$ cat src/rtl/core/mersenne_twister_generator_macros.svh
// ----------------------------------------------------------------------------
// Assertion macros for the MT19937 generator
// Shared property forms; clocked on clk, disabled while rst_n is low.
// ----------------------------------------------------------------------------
`ifndef MERSENNE_TWISTER_GENERATOR_MACROS_SVH
`define MERSENNE_TWISTER_GENERATOR_MACROS_SVH

// same-cycle implication
`define MTG_ASSERT_NOW(label, ante, cons, msg) \
  label: assert property (@(posedge clk) disable iff (!rst_n) (ante) |-> (cons)) \
    else $error(msg);

// next-cycle implication
`define MTG_ASSERT_NEXT(label, ante, cons, msg) \
  label: assert property (@(posedge clk) disable iff (!rst_n) (ante) |=> (cons)) \
    else $error(msg);

`endif

$ cat src/rtl/core/mtg_pkg.sv
// ----------------------------------------------------------------------------
// mtg_pkg
// Constants, types and helper functions of the MT19937 generator.
// ----------------------------------------------------------------------------
package mtg_pkg;

  localparam int unsigned TABLE_WORDS = 624;
  localparam int unsigned TWIST_OFFSET = 397;
  localparam int unsigned IDX_W = 10;

  localparam logic [IDX_W-1:0] LAST_IDX = IDX_W'(TABLE_WORDS - 1);
  localparam logic [IDX_W-1:0] FULL_POS = IDX_W'(TABLE_WORDS);
  localparam logic [IDX_W-1:0] UNSEEDED_POS = IDX_W'(TABLE_WORDS + 1);
  localparam logic [IDX_W-1:0] FAR_SPLIT = IDX_W'(TABLE_WORDS - TWIST_OFFSET);
  localparam logic [IDX_W-1:0] FAR_ADD = IDX_W'(TWIST_OFFSET);

  localparam logic [31:0] SEED_MULT = 32'd1812433253;
  localparam logic [31:0] TWIST_XOR = 32'h9908_B0DF;
  localparam logic [31:0] TEMPER_B = 32'h9D2C_5680;
  localparam logic [31:0] TEMPER_C = 32'hEFC6_0000;
  localparam logic [30:0] MODULUS_RESET = 31'h7FFF_FFFF;

  localparam logic CMD_SEED = 1'b0;
  localparam logic CMD_DRAW = 1'b1;

  typedef logic [IDX_W-1:0] idx_t;

  typedef struct packed {
    logic        we;
    idx_t        waddr;
    logic [31:0] wdata;
    idx_t        raddr0;
    idx_t        raddr1;
  } mem_req_t;

  typedef struct packed {
    logic busy;
    logic done;
  } rem_stat_t;

  function automatic logic [31:0] temper(input logic [31:0] v);
    logic [31:0] y;
    y = v;
    y = y ^ (y >> 11);
    y = y ^ ((y << 7) & TEMPER_B);
    y = y ^ ((y << 15) & TEMPER_C);
    y = y ^ (y >> 18);
    return y;
  endfunction

  function automatic logic [31:0] twist_mix(input logic [31:0] cur, input logic [31:0] nxt);
    logic [31:0] x;
    logic [31:0] xa;
    x = {cur[31], nxt[30:0]};
    xa = {1'b0, x[31:1]};
    if (x[0]) begin
      xa = xa ^ TWIST_XOR;
    end
    return xa;
  endfunction

endpackage

$ cat src/rtl/core/mtg_remdr.sv
// ----------------------------------------------------------------------------
// mtg_remdr
// Radix-2 restoring remainder, one bit per cycle; modulus 0 means 2^31.
// ----------------------------------------------------------------------------
module mtg_remdr (
  input  logic                clk,
  input  logic                rst_n,
  input  logic                start,
  input  logic [31:0]         dividend,
  input  logic [30:0]         modulus,
  output mtg_pkg::rem_stat_t  stat,
  output logic [30:0]         rem
);

  logic        busy_r;
  logic        done_r;
  logic [4:0]  cnt_r;
  logic [31:0] rem_r;
  logic [31:0] dvd_r;
  logic [30:0] mod_r;
  logic [31:0] trial;
  logic [31:0] step;

  always_comb begin
    trial = {rem_r[30:0], dvd_r[31]};
    if (trial >= {1'b0, mod_r}) begin
      step = trial - {1'b0, mod_r};
    end else begin
      step = trial;
    end
  end

  always_ff @(posedge clk) begin
    if (!rst_n) begin
      busy_r <= 1'b0;
      done_r <= 1'b0;
      cnt_r  <= '0;
    end else begin
      done_r <= 1'b0;
      if (start) begin
        if (modulus == '0) begin
          done_r <= 1'b1;
        end else begin
          busy_r <= 1'b1;
          cnt_r  <= 5'd31;
        end
      end else if (busy_r) begin
        cnt_r <= cnt_r - 5'd1;
        if (cnt_r == 5'd0) begin
          busy_r <= 1'b0;
          done_r <= 1'b1;
        end
      end
    end
  end

  always_ff @(posedge clk) begin
    if (start) begin
      mod_r <= modulus;
      dvd_r <= dividend;
      if (modulus == '0) begin
        rem_r <= {1'b0, dividend[30:0]};
      end else begin
        rem_r <= '0;
      end
    end else if (busy_r) begin
      rem_r <= step;
      dvd_r <= {dvd_r[30:0], 1'b0};
    end
  end

  assign stat.busy = busy_r;
  assign stat.done = done_r;
  assign rem = rem_r[30:0];

endmodule

$ cat config.mk
export PLATFORM = sky130hd
export DESIGN_NAME = mtg_remdr
export DESIGN_NICKNAME = d
export VERILOG_FILES = /design/src/rtl/core/mersenne_twister_generator_macros.svh /design/src/rtl/core/mtg_pkg.sv /design/src/rtl/core/mtg_remdr.sv
export SDC_FILE = /design/constraint.sdc
export NUM_CORES = 1
export LEC_CHECK = 0
export ABC_CLOCK_PERIOD_IN_PS = 3800
export BUFFER_PORTS_ARGS = -buffer_cell sky130_fd_sc_hd__buf_2
export CAP_MARGIN = 20
export CORE_ASPECT_RATIO = 0.5
export CORE_MARGIN = 1.5
export CORE_UTILIZATION = 57
export DETAILED_ROUTE_END_ITERATION = 10
export MAX_ROUTING_LAYER = met4
export PLACE_DENSITY = 0.8
export SLEW_MARGIN = 15
export SYNTH_ARGS = -nofsm -noshare
export SYNTH_HDL_FRONTEND = slang
export SYNTH_SLANG_ARGS = --single-unit
$ cat constraint.sdc
create_clock -name clk -period 3.8 [get_ports clk]
set_input_delay 0.76 -clock clk [delete_from_list [all_inputs] [get_ports clk]]
set_output_delay 0.76 -clock clk [all_outputs]
set_load 0.005 [all_outputs]
**Word-level counts from Yosys, hierarchy flattened**

Cells that the tools add are included.

- Register bits: 101
- Bits in latches: 0
- Memory bits (writable): 0
- ROM bits: 0
- Word-level logic and storage cells: 31
- Memories kept: 0

- Add/subtract/negate cells: 2
- Multipliers: 0
- Div/mod/pow operators: 0
- $lt $le $gt $ge: 1
- Equality and inequality tests: 1
- Shift-type cells: 0
- Muxes and demuxes: 17
- Bitwise logic cells: 0
- Reduce and logical (&&, ||, !) cells: 4

Operators by type and width:

| kind | count |
|---|---|
| two-way mux 31 bit | 4 |
| two-way mux 32 bit | 2 |
| greater-or-equal comparator 32 x 31 -> 1 bit | 1 |
| logical NOT 31 bit | 1 |
| subtractor 31 bit | 1 |
| two-way mux 5 bit | 3 |
| two-way mux 1 bit | 8 |
| logical NOT 5 bit | 1 |
| subtractor 5 x 1 -> 5 bit (second input constant) | 1 |
| != test 2 bit (second input constant) | 1 |
| AND reduction 2 bit | 1 |
| nonzero test 2 bit | 1 |

**Longest topological paths before layout**

Gate-level depths: netlist of run 1.

- Depth in word-level cells: 4
- Gate-level depth with buffers: 13

**Worst setup path after synthesis of run 1**

No wires, ideal clock.

- Kind: reg2reg
- From: register rem_r[1]
- To: register rem_r[13], data pin
- Data arrival time: 2543 ps
- Path slack: 985 ps
- Cell stages (with the launch flop): 12
- Cells stage by stage: edfxtp_1 ha_1 nor2b_4 o2111ai_1 a21oi_1 o211a_1 a2111o_1 and2_1 buf_6 buf_2 o21ai_0 o22ai_1

- Word-level cells in the longest chain between the ends: 4
- Elaborated cells on any way between the ends: 5

RTL lines:

| item | line | RTL |
|---|---|---|
| start, declared | mtg_remdr.sv:18 | `logic [31:0] rem_r;` |
| start signal, assigned | mtg_remdr.sv:62 | `rem_r <= {1'b0, dividend[30:0]};` |
| start signal, assigned | mtg_remdr.sv:67 | `rem_r <= step;` |
| subtractor 31 bit or greater-or-equal comparator 32 x 31 -> 1 bit (tied branches) | mtg_remdr.sv:27, mtg_remdr.sv:26 |  |
| two-way mux 31 bit * | mtg_remdr.sv:26 | `if (trial >= {1'b0, mod_r}) begin` |
| two-way mux 31 bit * | mtg_remdr.sv:66 | `end else if (busy_r) begin` |
| two-way mux 31 bit * | mtg_remdr.sv:58 | `if (start) begin` |

Mark *: on every way between the ends. The rest lies on a longest branch, timed or not. The select of a mux whose other input is x is not followed.
A chain may end at the register's enable or synchronous reset.

**Worst setup path in the final report of run 1**

- From: register dvd_r[31]
- To: register rem_r[30], data pin

- Word-level cells in the longest chain between the ends: 4
- Elaborated cells on any way between the ends: 5

RTL lines:

| item | line | RTL |
|---|---|---|
| start, declared | mtg_remdr.sv:19 | `logic [31:0] dvd_r;` |
| start signal, assigned | mtg_remdr.sv:60 | `dvd_r <= dividend;` |
| start signal, assigned | mtg_remdr.sv:68 | `dvd_r <= {dvd_r[30:0], 1'b0};` |
| subtractor 31 bit or greater-or-equal comparator 32 x 31 -> 1 bit (tied branches) | mtg_remdr.sv:27, mtg_remdr.sv:26 |  |
| two-way mux 31 bit * | mtg_remdr.sv:26 |  |
| two-way mux 31 bit * | mtg_remdr.sv:66 |  |
| two-way mux 31 bit * | mtg_remdr.sv:58 |  |

Marks and branches as above.

==> impl_metrics.csv, run 1 <==
group,metric,value,unit
status,status,"completed",
sta,final_critical_path_setup_slack,0.2506,ns
sta,rsz0062_at_grt,"no",
synth,edff_count_synth,94,
sta,timing.final.hold_violations,0,
cts,clock_tree_from_tritoncts,"built",
floorplanning,fp.coreArea,10380,µm²
global_route,grt_pass1_wl,24.34,mm
routing,detail_route.drc_violations,0,
setup_path,r2r_cells,12,
global_route,grt_antenna_before_repair,0,
synth,postSynthRegisterBits,101,
synth,synth_top_area_share,45.78,%
setup_path,max_stage_delay,0.48,ns
sta,max_slew.worst_pin.slew,0.7198,ns
power,p_sw,1.972,mW
setup_path,critPathRequiredTime,3.89,ns
setup_path,worstSetupStartpointType,"register",
setup_path,critical_path.reg2reg.endpoint,"rem_r[30]$_DFFE_PP_",
cts,cts_buffers,9,
sta,worst_clock_skew,0.005359,ns
synth,netlist_instances,628,
global_route,pin_count_of_the_biggest_net_entering_global_routing,72,
synth,synthTopCellsByArea,"sky130_fd_sc_hd__edfxtp_1 46%, sky130_fd_sc_hd__ha_1 6.7%, sky130_fd_sc_hd__inv_1 3.9%",
global_route,groute.usage.overall,28.54,%
routing,routed_wire_length_per_instance,18.25,µm
power,leakage_power,3.103,nW
layout,insertedDiodeCount,0,
layout,area.growth.synth_to_final,14.59,%
routing,via_count_of_the_routed_design,5213,
sta,timing.final.crit_period,3.549,ns
sta,hold-worst-slack,0.5001,ns
floorplanning,die_y,76.55,µm
synth,synthXorXnorAreaFrac,2.983,%
setup_path,crit_chain,"inv_1 -> ha_1 -> fa_1 -> nor2b_4 -> o2111ai_1 -> a21oi_1 -> o211a_1 -> a2111o_1 -> buf_4 -> nand2_1 -> a2111oi_0 -> nor4_1",
power,comb_power_share,48.5,%
placed_design,dpl-instance-area,6799,µm²
cts,cts_hold_buffers,0,
synth,ys.flop_type,"sky130_fd_sc_hd__edfxtp_1",
power,p_clk_share,17.5,%
floorplanning,fp-row-count,26,
power,switching_share_of_power,40.48,%
routing,post_drt_via_cell_ratio,6.027,
power,fin_total_pwr,4.871,mW
synth,adder_cell_fraction_of_synth_area,7.021,%
placed_design,gp_congestion,0.9401,
sta,period_share,93.40,%
setup_path,setup.worst_path.start,"dvd_r[31]$_DFFE_PP_",
layout,fraction_of_final_layout_cells_sized_beyond_drive_strength_1,20.00,%
layout,final_nets,821,
sta,final_setup_violation_count,0,
sta,setup-tns-final,0,ns
cts,cts_buffer_depth,2,
cts,clock_latency,0.35,ns
setup_path,timing.critical_path.to_type,"register",
global_route,grt_pass1_vias,4832,
power,max-vdd-ir-drop,0.4671,mV
setup_path,worst_reg2reg_startpoint,"dvd_r[31]$_DFFE_PP_",
floorplanning,boundaryPins,99,
synth,synth.mux.area_fraction,3.612,%
sta,max_clock_freq,281.7,MHz
hold_path,hold_path.class,"reg2reg",
synth,synth_top_area_cell,"sky130_fd_sc_hd__edfxtp_1",
power,cellInternalPower,2.899,mW
routing,finalWirelength,15.79,mm
routing,firstDrtPassIters,6,
synth,simple_logic_cell_fraction_of_the_synthesized_area,13.84,%
global_route,grt_remaining_overflow,0,
synth,ys.warnings.count,0,
floorplanning,start_util,59.42,%
routing,detail_route.iter0.violations,592,
routing,antenna_left,0,
floorplanning,fp.dieArea,11490,µm²
placed_design,pre_cts_slack,0.1883,ns
setup_path,path_class,"reg2reg",
placed_design,port_buffers,98,
cts,clock-root-buffer,"sky130_fd_sc_hd__clkbuf_16",
placed_design,dpl.hpwl,11.41,mm
synth,yosys.cell_types.count,58,
sta,tightest_slew_margin_relative_to_the_limit,52.01,%
sta,final_max_slew_viol_count,0,
synth,yosysSeqAreaShare,48.05,%
setup_path,crit_path_end,"rem_r[30]$_DFFE_PP_",
cts,worst_setup_hold_path_clk_slew,0.07,ns
synth,synth_async_sr_flop_share,0,%
synth,synth_top_family_by_area,"compound AO/OA/AOI/OAI gates",
synth,mappedNetlistArea,6166,µm²
layout,fill_cells,828,
cts,clock-sinks,101,
power,p_per_area,689.4,nW/µm²
setup_path,critPathSlowestCell,"sky130_fd_sc_hd__a2111oi_0",
floorplanning,die_w,150.1,µm
synth,postSynthNetCount,728,
run,max_cap_viol_count,0,
setup_path,worst_ep_arrival_time,3.64,ns
power,pwr-share-seq,34.0,%
layout,final_design_area_no_fill,7066,µm²
cts,post-cts-setup-buffer-count,0,
synth,synth_compound_area_share,18.55,%
synth,syn_area_per_cell,9.818,µm²
setup_path,worst-path-max-fanout,14,
cts,cts_max_level,3,
setup_path,worst-r2r-setup-slack,0.25,ns
-- repair_timing --
action | 4_1_cts | 5_1_grt
gates resized for setup | 0 | 1
setup endpoints to repair | 0 | 13
endpoints found under the hold margin | 0 | 0
-- worst max-delay path, delay by kind of cell (launching register included) --
family,cells,cell delay [ns]
compound gates,5,1.32
simple gates,3,0.69
fa+ha+maj,2,0.68
flops,1,0.35
buf+inv,2,0.25
-- placed cells by master, fill, tap and decap left out, types with 11 or more instances in the layout --
cell type / netlist / final
sky130_fd_sc_hd__nand2_1: 59 / 59
sky130_fd_sc_hd__edfxtp_1: 94 / 94
sky130_fd_sc_hd__nor2_1: 51 / 51
sky130_fd_sc_hd__nand3_1: 16 / 16
sky130_fd_sc_hd__mux2i_1: 11 / 11
sky130_fd_sc_hd__a21oi_1: 45 / 45
sky130_fd_sc_hd__inv_1: 64 / 64
sky130_fd_sc_hd__o21ai_0: 47 / 47
sky130_fd_sc_hd__nor4_1: 11 / 11
sky130_fd_sc_hd__ha_1: 33 / 33
sky130_fd_sc_hd__buf_2: 2 / 97
sky130_fd_sc_hd__a21o_1: 17 / 17
sky130_fd_sc_hd__xnor2_1: 11 / 11
-- flip-flops by register name (all words and copies together) (netlist names) --
| register | flops |
|---|---|
| rem_r | 31 |
| dvd_r | 32 |
| done_r | 1 |
| busy_r | 1 |
| cnt_r | 5 |
| mod_r | 31 |
-- worst min path at each step --
stage,from,endpoint,slack (ns),depth (start not counted)
2_1_floorplan,cnt_r[4]$_SDFFE_PN0P_,cnt_r[4]$_SDFFE_PN0P_,0.45,1
3_3_place_gp,cnt_r[4]$_SDFFE_PN0P_,cnt_r[4]$_SDFFE_PN0P_,0.47,1
3_5_place_dp,cnt_r[4]$_SDFFE_PN0P_,cnt_r[4]$_SDFFE_PN0P_,0.49,1
4_1_cts,cnt_r[4]$_SDFFE_PN0P_,cnt_r[4]$_SDFFE_PN0P_,0.50,1
5_1_grt,cnt_r[0]$_SDFFE_PN0P_,cnt_r[0]$_SDFFE_PN0P_,0.52,1
6_report,cnt_r[4]$_SDFFE_PN0P_,cnt_r[4]$_SDFFE_PN0P_,0.50,1
-- final cells by class --
class | count | area [µm²] | share of cell area (%)
repair buffers | 108 | 580.6 | 8.217
well taps | 140 | 175.2 | 2.479
clock inverters | 6 | 40.04 | 0.5667
flip-flops and latches | 101 | 2963 | 41.93
clock buffers | 9 | 225.2 | 3.188
multi-input cells | 436 | 2838 | 40.16
inverters | 65 | 244.0 | 3.453
-- kinds of logic after synthesis --
logic type | Yosys count
and+or+nand+nor | 181
xor gates and xnor gates | 21
adders and majority gates | 34
DFF | 101
buffers and inverters | 91
muxes | 21
AOI/OAI and AO/OA | 179
-- routing by layer --
layer	routed length, µm	track usage [%]
met2	7154	43.39
met3	1289	6.407
met5	0	-
met4	271	7.353
met1	7076	38.80
-- power by group through the flow --
stage | clock network (mW) | registers (mW) | logic (mW)
6_report | 0.851 | 1.66 | 2.36
5_1_grt | 0.898 | 1.68 | 2.58
4_1_cts | 0.858 | 1.65 | 2.32
3_5_place_dp | 0 | 1.67 | 2.28
3_3_place_gp | 0 | 1.66 | 2.23
2_1_floorplan | 0 | 1.65 | 1.68
-- metrics by stage --
step	utilization [%]	std cells
floorplan	-	628
global placement	65.52	850
detailed placement	65.52	850
CTS	68.07	865
global route	68.09	865
finish	68.09	865
-- cell usage after synthesis, types with 3 or more instances --
master,instances
sky130_fd_sc_hd__o21bai_1,4
sky130_fd_sc_hd__o21a_1,7
sky130_fd_sc_hd__o32ai_1,6
sky130_fd_sc_hd__clkbuf_1,17
sky130_fd_sc_hd__or2_2,4
sky130_fd_sc_hd__nor4_1,11
sky130_fd_sc_hd__buf_1,3
sky130_fd_sc_hd__xor2_1,10
sky130_fd_sc_hd__o21ai_0,47
sky130_fd_sc_hd__nor2_1,51
sky130_fd_sc_hd__mux2_2,10
sky130_fd_sc_hd__and2_1,5
sky130_fd_sc_hd__mux2i_1,11
sky130_fd_sc_hd__nand4_1,10
sky130_fd_sc_hd__o22ai_1,9
sky130_fd_sc_hd__nand2_1,59
sky130_fd_sc_hd__a211o_1,4
sky130_fd_sc_hd__a31oi_1,6
sky130_fd_sc_hd__edfxtp_1,94
sky130_fd_sc_hd__and3_1,4
sky130_fd_sc_hd__xnor2_1,11
sky130_fd_sc_hd__a21o_1,17
sky130_fd_sc_hd__nor3_1,8
sky130_fd_sc_hd__nor2b_1,3
sky130_fd_sc_hd__inv_1,64
sky130_fd_sc_hd__nand3_1,16
sky130_fd_sc_hd__ha_1,33
sky130_fd_sc_hd__dfxtp_1,7
sky130_fd_sc_hd__a21oi_1,45
sky130_fd_sc_hd__o221ai_1,3
sky130_fd_sc_hd__a211oi_1,7
sky130_fd_sc_hd__o2111ai_1,4
(Power assumes the default switching activity.)
==> inputs of run 2 (changes only) <==
Settings changed: BUFFER_PORTS_ARGS -buffer_cell sky130_fd_sc_hd__buf_2 to -buffer_cell sky130_fd_sc_hd__clkbuf_2, CORE_UTILIZATION 57 to 38, PLACE_DENSITY 0.8 to default.
==> run 2 against run 1 <==
Effect of this change:
- via count down 2.6%
- cell area up 1.9%
- sequential power about the same
- maximum frequency up 1.7%
- non-clock buffer count up 2
- register-to-register slack better by 0.06 ns
- global-route usage down 8.0 points
- critical path depth down 2
- largest power group unchanged
==> impl_metrics.csv, run 2 (synthesis results as in run 1) <==
group,metric,value,unit
cts,post_cts.resized_instances,0,
layout,area.growth.synth_to_final,16.74,%
layout,layout.cells.most_common_list,"97 x sky130_fd_sc_hd__clkbuf_2, 94 x sky130_fd_sc_hd__edfxtp_1, 64 x sky130_fd_sc_hd__inv_1",
routing,antenna_left,0,
sta,max_slew.worst_pin.slew,0.8620,ns
floorplanning,fp.coreArea,15620,µm²
power,comb_power_share,47.8,%
routing,detail_route.drc_violations,0,
hold_path,hold_path.class,"reg2reg",
status,status,"completed",
sta,final_setup_violation_count,0,
setup_path,worstSetupStartpointType,"register",
layout,layout.cells.most_common,"sky130_fd_sc_hd__clkbuf_2",
routing,firstDrtPassIters,5,
sta,max_clock_freq,286.6,MHz
routing,wl_met3,901,µm
setup_path,worst_path_buf_inv,1,
placed_design,dpl-instance-area,6894,µm²
floorplanning,start_util,39.49,%
global_route,pin_count_of_the_biggest_net_entering_global_routing,81,
power,pwr-share-seq,33.3,%
global_route,grt_antenna_before_repair,0,
routing,met2_length,7.313,mm
sta,timing.final.crit_period,3.489,ns
floorplanning,fp-row-count,32,
placed_design,gp_congestion,0.9011,
setup_path,cpMostUsedCell,"sky130_fd_sc_hd__a21oi_1",
setup_path,timing.critical_path.to_type,"register",
run,max_cap_viol_count,0,
routing,post_drt_via_cell_ratio,5.446,
global_route,grt_remaining_overflow,0,
setup_path,path_class,"reg2reg",
routing,routed.top_layer,"met4",
setup_path,worst-path-max-fanout,10,
sta,hold-worst-slack,0.4789,ns
layout,seq_area,2963,µm²
power,max-vdd-ir-drop,0.3589,mV
setup_path,worst_ep_arrival_time,3.57,ns
global_route,groute.usage.overall,20.56,%
sta,period_share,91.82,%
setup_path,worst-r2r-setup-slack,0.31,ns
layout,final_nets,823,
routing,detail_route.iter0.violations,343,
placed_design,port_buffers,98,
cts,cts_buffer_depth,2,
floorplanning,die_y,93.07,µm
setup_path,critPathRequiredTime,3.88,ns
setup_path,critPathSlowestCell,"sky130_fd_sc_hd__a2111o_1",
global_route,grt_pass1_wl,26.23,mm
cts,clock_latency,0.35,ns
placed_design,dpl.hpwl,12.46,mm
sta,tightest_slew_margin_relative_to_the_limit,42.54,%
power,p_sw,2.023,mW
floorplanning,fp.dieArea,17050,µm²
sta,final_max_slew_viol_count,0,
power,p_clk_share,18.9,%
layout,final_design_area_no_fill,7198,µm²
power,p_per_area,697.7,nW/µm²
layout,fill_cells,1551,
routing,detail_route.wirelength.met1,8.207,mm
cts,cts_hold_buffers,0,
cts,worst_setup_hold_path_clk_slew,0.07,ns
routing,finalWirelength,16.57,mm
cts,cts_max_level,3,
routing,via_count_of_the_routed_design,5076,
setup_path,crit_chain,"ha_1 -> a21oi_1 -> o21bai_1 -> a21oi_1 -> o2111ai_1 -> a2111o_1 -> and2_1 -> buf_4 -> a31oi_1 -> o21ai_0",
cts,clock_tree_from_tritoncts,"built",
sta,worst_clock_skew,0.009732,ns
sta,timing.final.hold_violations,0,
cts,cts_buffers,9,
setup_path,cp_top_family,"compound AO/OA/AOI/OAI gates",
layout,multiInputGateArea,2836,µm²
cts,clock-sinks,101,
layout,insertedDiodeCount,0,
floorplanning,boundaryPins,99,
sta,setup-tns-final,0,ns
layout,largest_register_ff_count,32,
power,switching_share_of_power,40.28,%
routing,routed_wire_length_per_instance,17.77,µm
power,leakage_power,3.135,nW
cts,post-cts-setup-buffer-count,0,
cts,clock-root-buffer,"sky130_fd_sc_hd__clkbuf_16",
setup_path,max_stage_delay,0.46,ns
layout,reg_top3,"dvd_r (32), mod_r (31), rem_r (31)",
layout,fraction_of_final_layout_cells_sized_beyond_drive_strength_1,20.19,%
floorplanning,die_w,183.1,µm
global_route,grt_pass1_vias,4959,
power,cellInternalPower,2.999,mW
layout,largest_register,"dvd_r",
sta,rsz0062_at_grt,"no",
-- run 2: changes by cell type in the layout (fill, tap and decap cells not counted) --
cell                         delta
sky130_fd_sc_hd__and2_1         +1
sky130_fd_sc_hd__and2_2         -1
sky130_fd_sc_hd__buf_2         -97
sky130_fd_sc_hd__buf_4          +2
sky130_fd_sc_hd__clkbuf_16      +1
sky130_fd_sc_hd__clkbuf_2      +97
sky130_fd_sc_hd__clkbuf_8       +1
sky130_fd_sc_hd__clkinv_2       -2
sky130_fd_sc_hd__clkinv_4       -1
sky130_fd_sc_hd__clkinvlp_4     +1
sky130_fd_sc_hd__inv_8          +1
-- run 2: path summary, 6_finish.rpt --
path	start	endpoint	cells past startpoint
max	rem_r[24]$_DFFE_PP_	rem_r[20]$_DFFE_PP_	10
min	cnt_r[4]$_SDFFE_PN0P_	cnt_r[4]$_SDFFE_PN0P_	1
max reg2reg	rem_r[24]$_DFFE_PP_	rem_r[20]$_DFFE_PP_	10
min reg2reg	cnt_r[4]$_SDFFE_PN0P_	cnt_r[4]$_SDFFE_PN0P_	1
-- run 2: per-layer routing --
layer / vias up / track usage (%)
li1: 2504 / -
met1: 2420 / 28.96
met2: 139 / 31.27
met3: 13 / 3.544
met4: 0 / 4.167
met5: - / -
-- run 2: power by group through the flow --
stage | clock network [mW] | registers [mW] | logic (mW)
2_1_floorplan | 0 | 1.65 | 1.68
3_3_place_gp | 0 | 1.69 | 2.35
3_5_place_dp | 0 | 1.70 | 2.37
4_1_cts | 0.966 | 1.67 | 2.38
5_1_grt | 1.01 | 1.70 | 2.66
6_report | 0.947 | 1.67 | 2.40
-- run 2: area by class of cell --
cell class                 instances  share of cell area, %
inverter                          65                  3.390
sequential                       101                  41.16
clock buffer                      11                  3.668
timing repair buffer             110                  8.274
clock inverter                     5                 0.5562
tap                              204                  3.546
multi-input combinational        436                  39.41
-- run 2: metrics by stage --
| stage | power [mW] | setup slack (ns) | utilization (%) | std cells |
|---|---|---|---|---|
| 3_3_place_gp | 4.047 | 0.4210 | 44.15 | 916 |
| 5_1_grt | 5.369 | 0.1881 | 46.10 | 932 |
| 6_report | 5.022 | 0.3110 | 46.10 | 932 |
| 2_1_floorplan | 3.325 | 0.9855 | - | 628 |
| 4_1_cts | 5.021 | 0.4093 | 46.10 | 932 |
| 3_5_place_dp | 4.065 | 0.4354 | 44.15 | 916 |
==> inputs of run 3 (changes only) <==
Settings changed: ABC_CLOCK_PERIOD_IN_PS 3800 to 3410, CTS_CLUSTER_SIZE from default to 20.
Clock period 3.8 ns to 3.41 ns, I/O delays scaled along.
==> run 3 against run 2 <==
Effect of this change:
- clock power increased by 1%
- flip-flop and latch count unchanged
- combinational power increased by 14%
- die area unchanged
- cell count increased by 0.43%
- total power increased by 11%
- sequential power increased by 13%
- global-route usage increased by 0.22 points
- largest power group unchanged
==> impl_metrics.csv, run 3 (synthesis results as in run 1) <==
group,metric,value,unit
setup_path,setup.worst_path.start,"rem_r[24]$_DFFE_PP_",
global_route,grt_pass1_vias,4896,
power,p_clk_share,17.2,%
global_route,groute.usage.overall,20.78,%
power,pwr-share-seq,33.8,%
setup_path,timing.critical_path.to_type,"register",
cts,clock_tree_from_tritoncts,"built",
layout,largest_register_ff_count,32,
floorplanning,fp-row-count,32,
power,comb_power_share,49.1,%
setup_path,critPathSlowestCell,"sky130_fd_sc_hd__a2111o_1",
layout,layout.cells.most_common_list,"97 x sky130_fd_sc_hd__clkbuf_2, 94 x sky130_fd_sc_hd__edfxtp_1, 64 x sky130_fd_sc_hd__inv_1",
routing,detail_route.drc_violations,0,
cts,cts_buffer_depth,2,
sta,worst_clock_skew,0.009189,ns
global_route,pin_count_of_the_biggest_net_entering_global_routing,55,
sta,timing.final.crit_period,3.229,ns
floorplanning,die_w,183.1,µm
run,max_cap_viol_count,0,
layout,seq_area,2963,µm²
layout,insertedDiodeCount,0,
layout,largest_register,"dvd_r",
power,leakage_power,3.139,nW
routing,routed_wire_length_per_instance,17.85,µm
cts,worst_setup_hold_path_clk_slew,0.07,ns
setup_path,max_stage_delay,0.46,ns
routing,firstDrtPassIters,5,
routing,via_count_of_the_routed_design,5118,
layout,reg_top3,"dvd_r (32), mod_r (31), rem_r (31)",
cts,cts_buffers,9,
sta,setup-tns-final,0,ns
setup_path,path_class,"reg2reg",
routing,antenna_left,0,
sta,timing.final.hold_violations,0,
setup_path,worstSetupStartpointType,"register",
setup_path,worst_ep_arrival_time,3.40,ns
routing,detail_route.iter0.violations,425,
global_route,grt_pass1_wl,26.58,mm
sta,tightest_slew_margin_relative_to_the_limit,58.44,%
cts,cts_max_level,3,
sta,hold-worst-slack,0.5025,ns
cts,clock-root-buffer,"sky130_fd_sc_hd__clkbuf_16",
setup_path,worst_path_buf_inv,1,
setup_path,critPathRequiredTime,3.58,ns
placed_design,gp_congestion,0.9364,
floorplanning,fp.dieArea,17050,µm²
floorplanning,die_y,93.07,µm
sta,max_slew.worst_pin.slew,0.6234,ns
setup_path,worst_reg2reg_startpoint,"rem_r[24]$_DFFE_PP_",
layout,layout.cells.most_common,"sky130_fd_sc_hd__clkbuf_2",
layout,final_nets,828,
cts,clock_latency,0.34,ns
sta,rsz0062_at_grt,"no",
setup_path,crit_chain,"ha_1 -> a21oi_1 -> o21bai_1 -> a21oi_1 -> o2111ai_1 -> a2111o_1 -> and2_1 -> buf_12 -> and4_4 -> nor4_2",
power,p_sw,2.250,mW
placed_design,dpl-instance-area,6937,µm²
sta,max_clock_freq,309.7,MHz
global_route,grt_remaining_overflow,0,
setup_path,worst-path-max-fanout,19,
cts,cts_hold_buffers,0,
routing,finalWirelength,16.70,mm
layout,instances_no_fill,936,
setup_path,cp_top_family,"compound AO/OA/AOI/OAI gates",
layout,multiInputGateArea,2844,µm²
placed_design,port_buffers,98,
sta,final_setup_violation_count,0,
power,cellInternalPower,3.320,mW
layout,fill_cells,1524,
global_route,grt_antenna_before_repair,0,
setup_path,cpMostUsedCell,"sky130_fd_sc_hd__a21oi_1",
floorplanning,fp.coreArea,15620,µm²
routing,post_drt_via_cell_ratio,5.468,
power,p_per_area,772.6,nW/µm²
hold_path,holdCritStartpoint,"cnt_r[4]$_SDFFE_PN0P_",
placed_design,placed_cells_incl_taps,920,
sta,period_share,94.68,%
status,status,"completed",
floorplanning,start_util,39.49,%
placed_design,dpl.hpwl,12.58,mm
power,switching_share_of_power,40.39,%
cts,clock-sinks,101,
power,max-vdd-ir-drop,0.3615,mV
layout,area.growth.synth_to_final,16.92,%
floorplanning,boundaryPins,99,
layout,final_design_area_no_fill,7209,µm²
sta,final_max_slew_viol_count,0,
layout,fraction_of_final_layout_cells_sized_beyond_drive_strength_1,20.49,%
hold_path,hold_path.class,"reg2reg",
==> run 3: cell count changes in the layout (fill, tap and decap cells not counted) <==
cell / before / now
sky130_fd_sc_hd__o21ai_1: 0 / 1
sky130_fd_sc_hd__clkbuf_1: 0 / 2
sky130_fd_sc_hd__buf_12: 1 / 2
sky130_fd_sc_hd__inv_8: 1 / 0
sky130_fd_sc_hd__clkinv_1: 1 / 2
sky130_fd_sc_hd__a21oi_1: 45 / 43
sky130_fd_sc_hd__buf_4: 12 / 16
sky130_fd_sc_hd__clkinvlp_4: 2 / 1
sky130_fd_sc_hd__a21oi_2: 1 / 3
sky130_fd_sc_hd__o21ai_0: 47 / 46
sky130_fd_sc_hd__clkbuf_16: 10 / 9
sky130_fd_sc_hd__clkbuf_8: 1 / 0
==> run 3: per-layer routing <==
metal	GRT usage [%]	part of all wire [%]	vias up
met1	28.93	49	2465
li1	-	-	2501
met5	-	0	-
met4	3.142	0.87	0
met2	32.45	45	139
met3	3.699	5.0	13
==> run 3: power groups by stage <==
stage,sequential [mW],clock (mW),combinational [mW]
final,1.88,0.956,2.73
after global routing,1.91,1.01,3.02
after CTS,1.89,0.964,2.69
after detailed placement,1.91,0,2.67
after global placement,1.91,0,2.65
after floorplan,1.83,0,1.87
==> run 3: worst paths after layout <==
check / end / slack, ns / cells after the start
setup / recovery: rem_r[15]$_DFFE_PP_ / 0.18 / 10
hold / removal: cnt_r[4]$_SDFFE_PN0P_ / 0.50 / 1
setup reg to reg: rem_r[15]$_DFFE_PP_ / 0.18 / 10
hold reg to reg: cnt_r[4]$_SDFFE_PN0P_ / 0.50 / 1
==> run 3: layout make-up <==
class	instances	share of cell area, %
flip-flops and latches	101	41.10
multi-input cells	436	39.45
repair buffers	115	8.955
well taps	204	3.540
inverters	65	3.384
clock buffers	11	3.228
clock inverters	4	0.3471
==> run 3: metrics by stage <==
| stage | setup WS (ns) | utilization, % | power, mW |
|---|---|---|---|
| final | 0.1813 | 46.17 | 5.570 |
| after detailed placement | 0.1168 | 44.42 | 4.578 |
| after CTS | 0.08954 | 46.07 | 5.539 |
| after global placement | 0.1703 | 44.42 | 4.557 |
| after floorplan | 0.5955 | - | 3.705 |
| after global routing | 0.01491 | 46.17 | 5.935 |
==> run 3: repair_timing <==
action | in CTS | in global routing
hold endpoints to repair | 0 | 0
gates resized for setup | 0 | 3
endpoints found under the setup margin | 0 | 22
setup buffers | 0 | 1
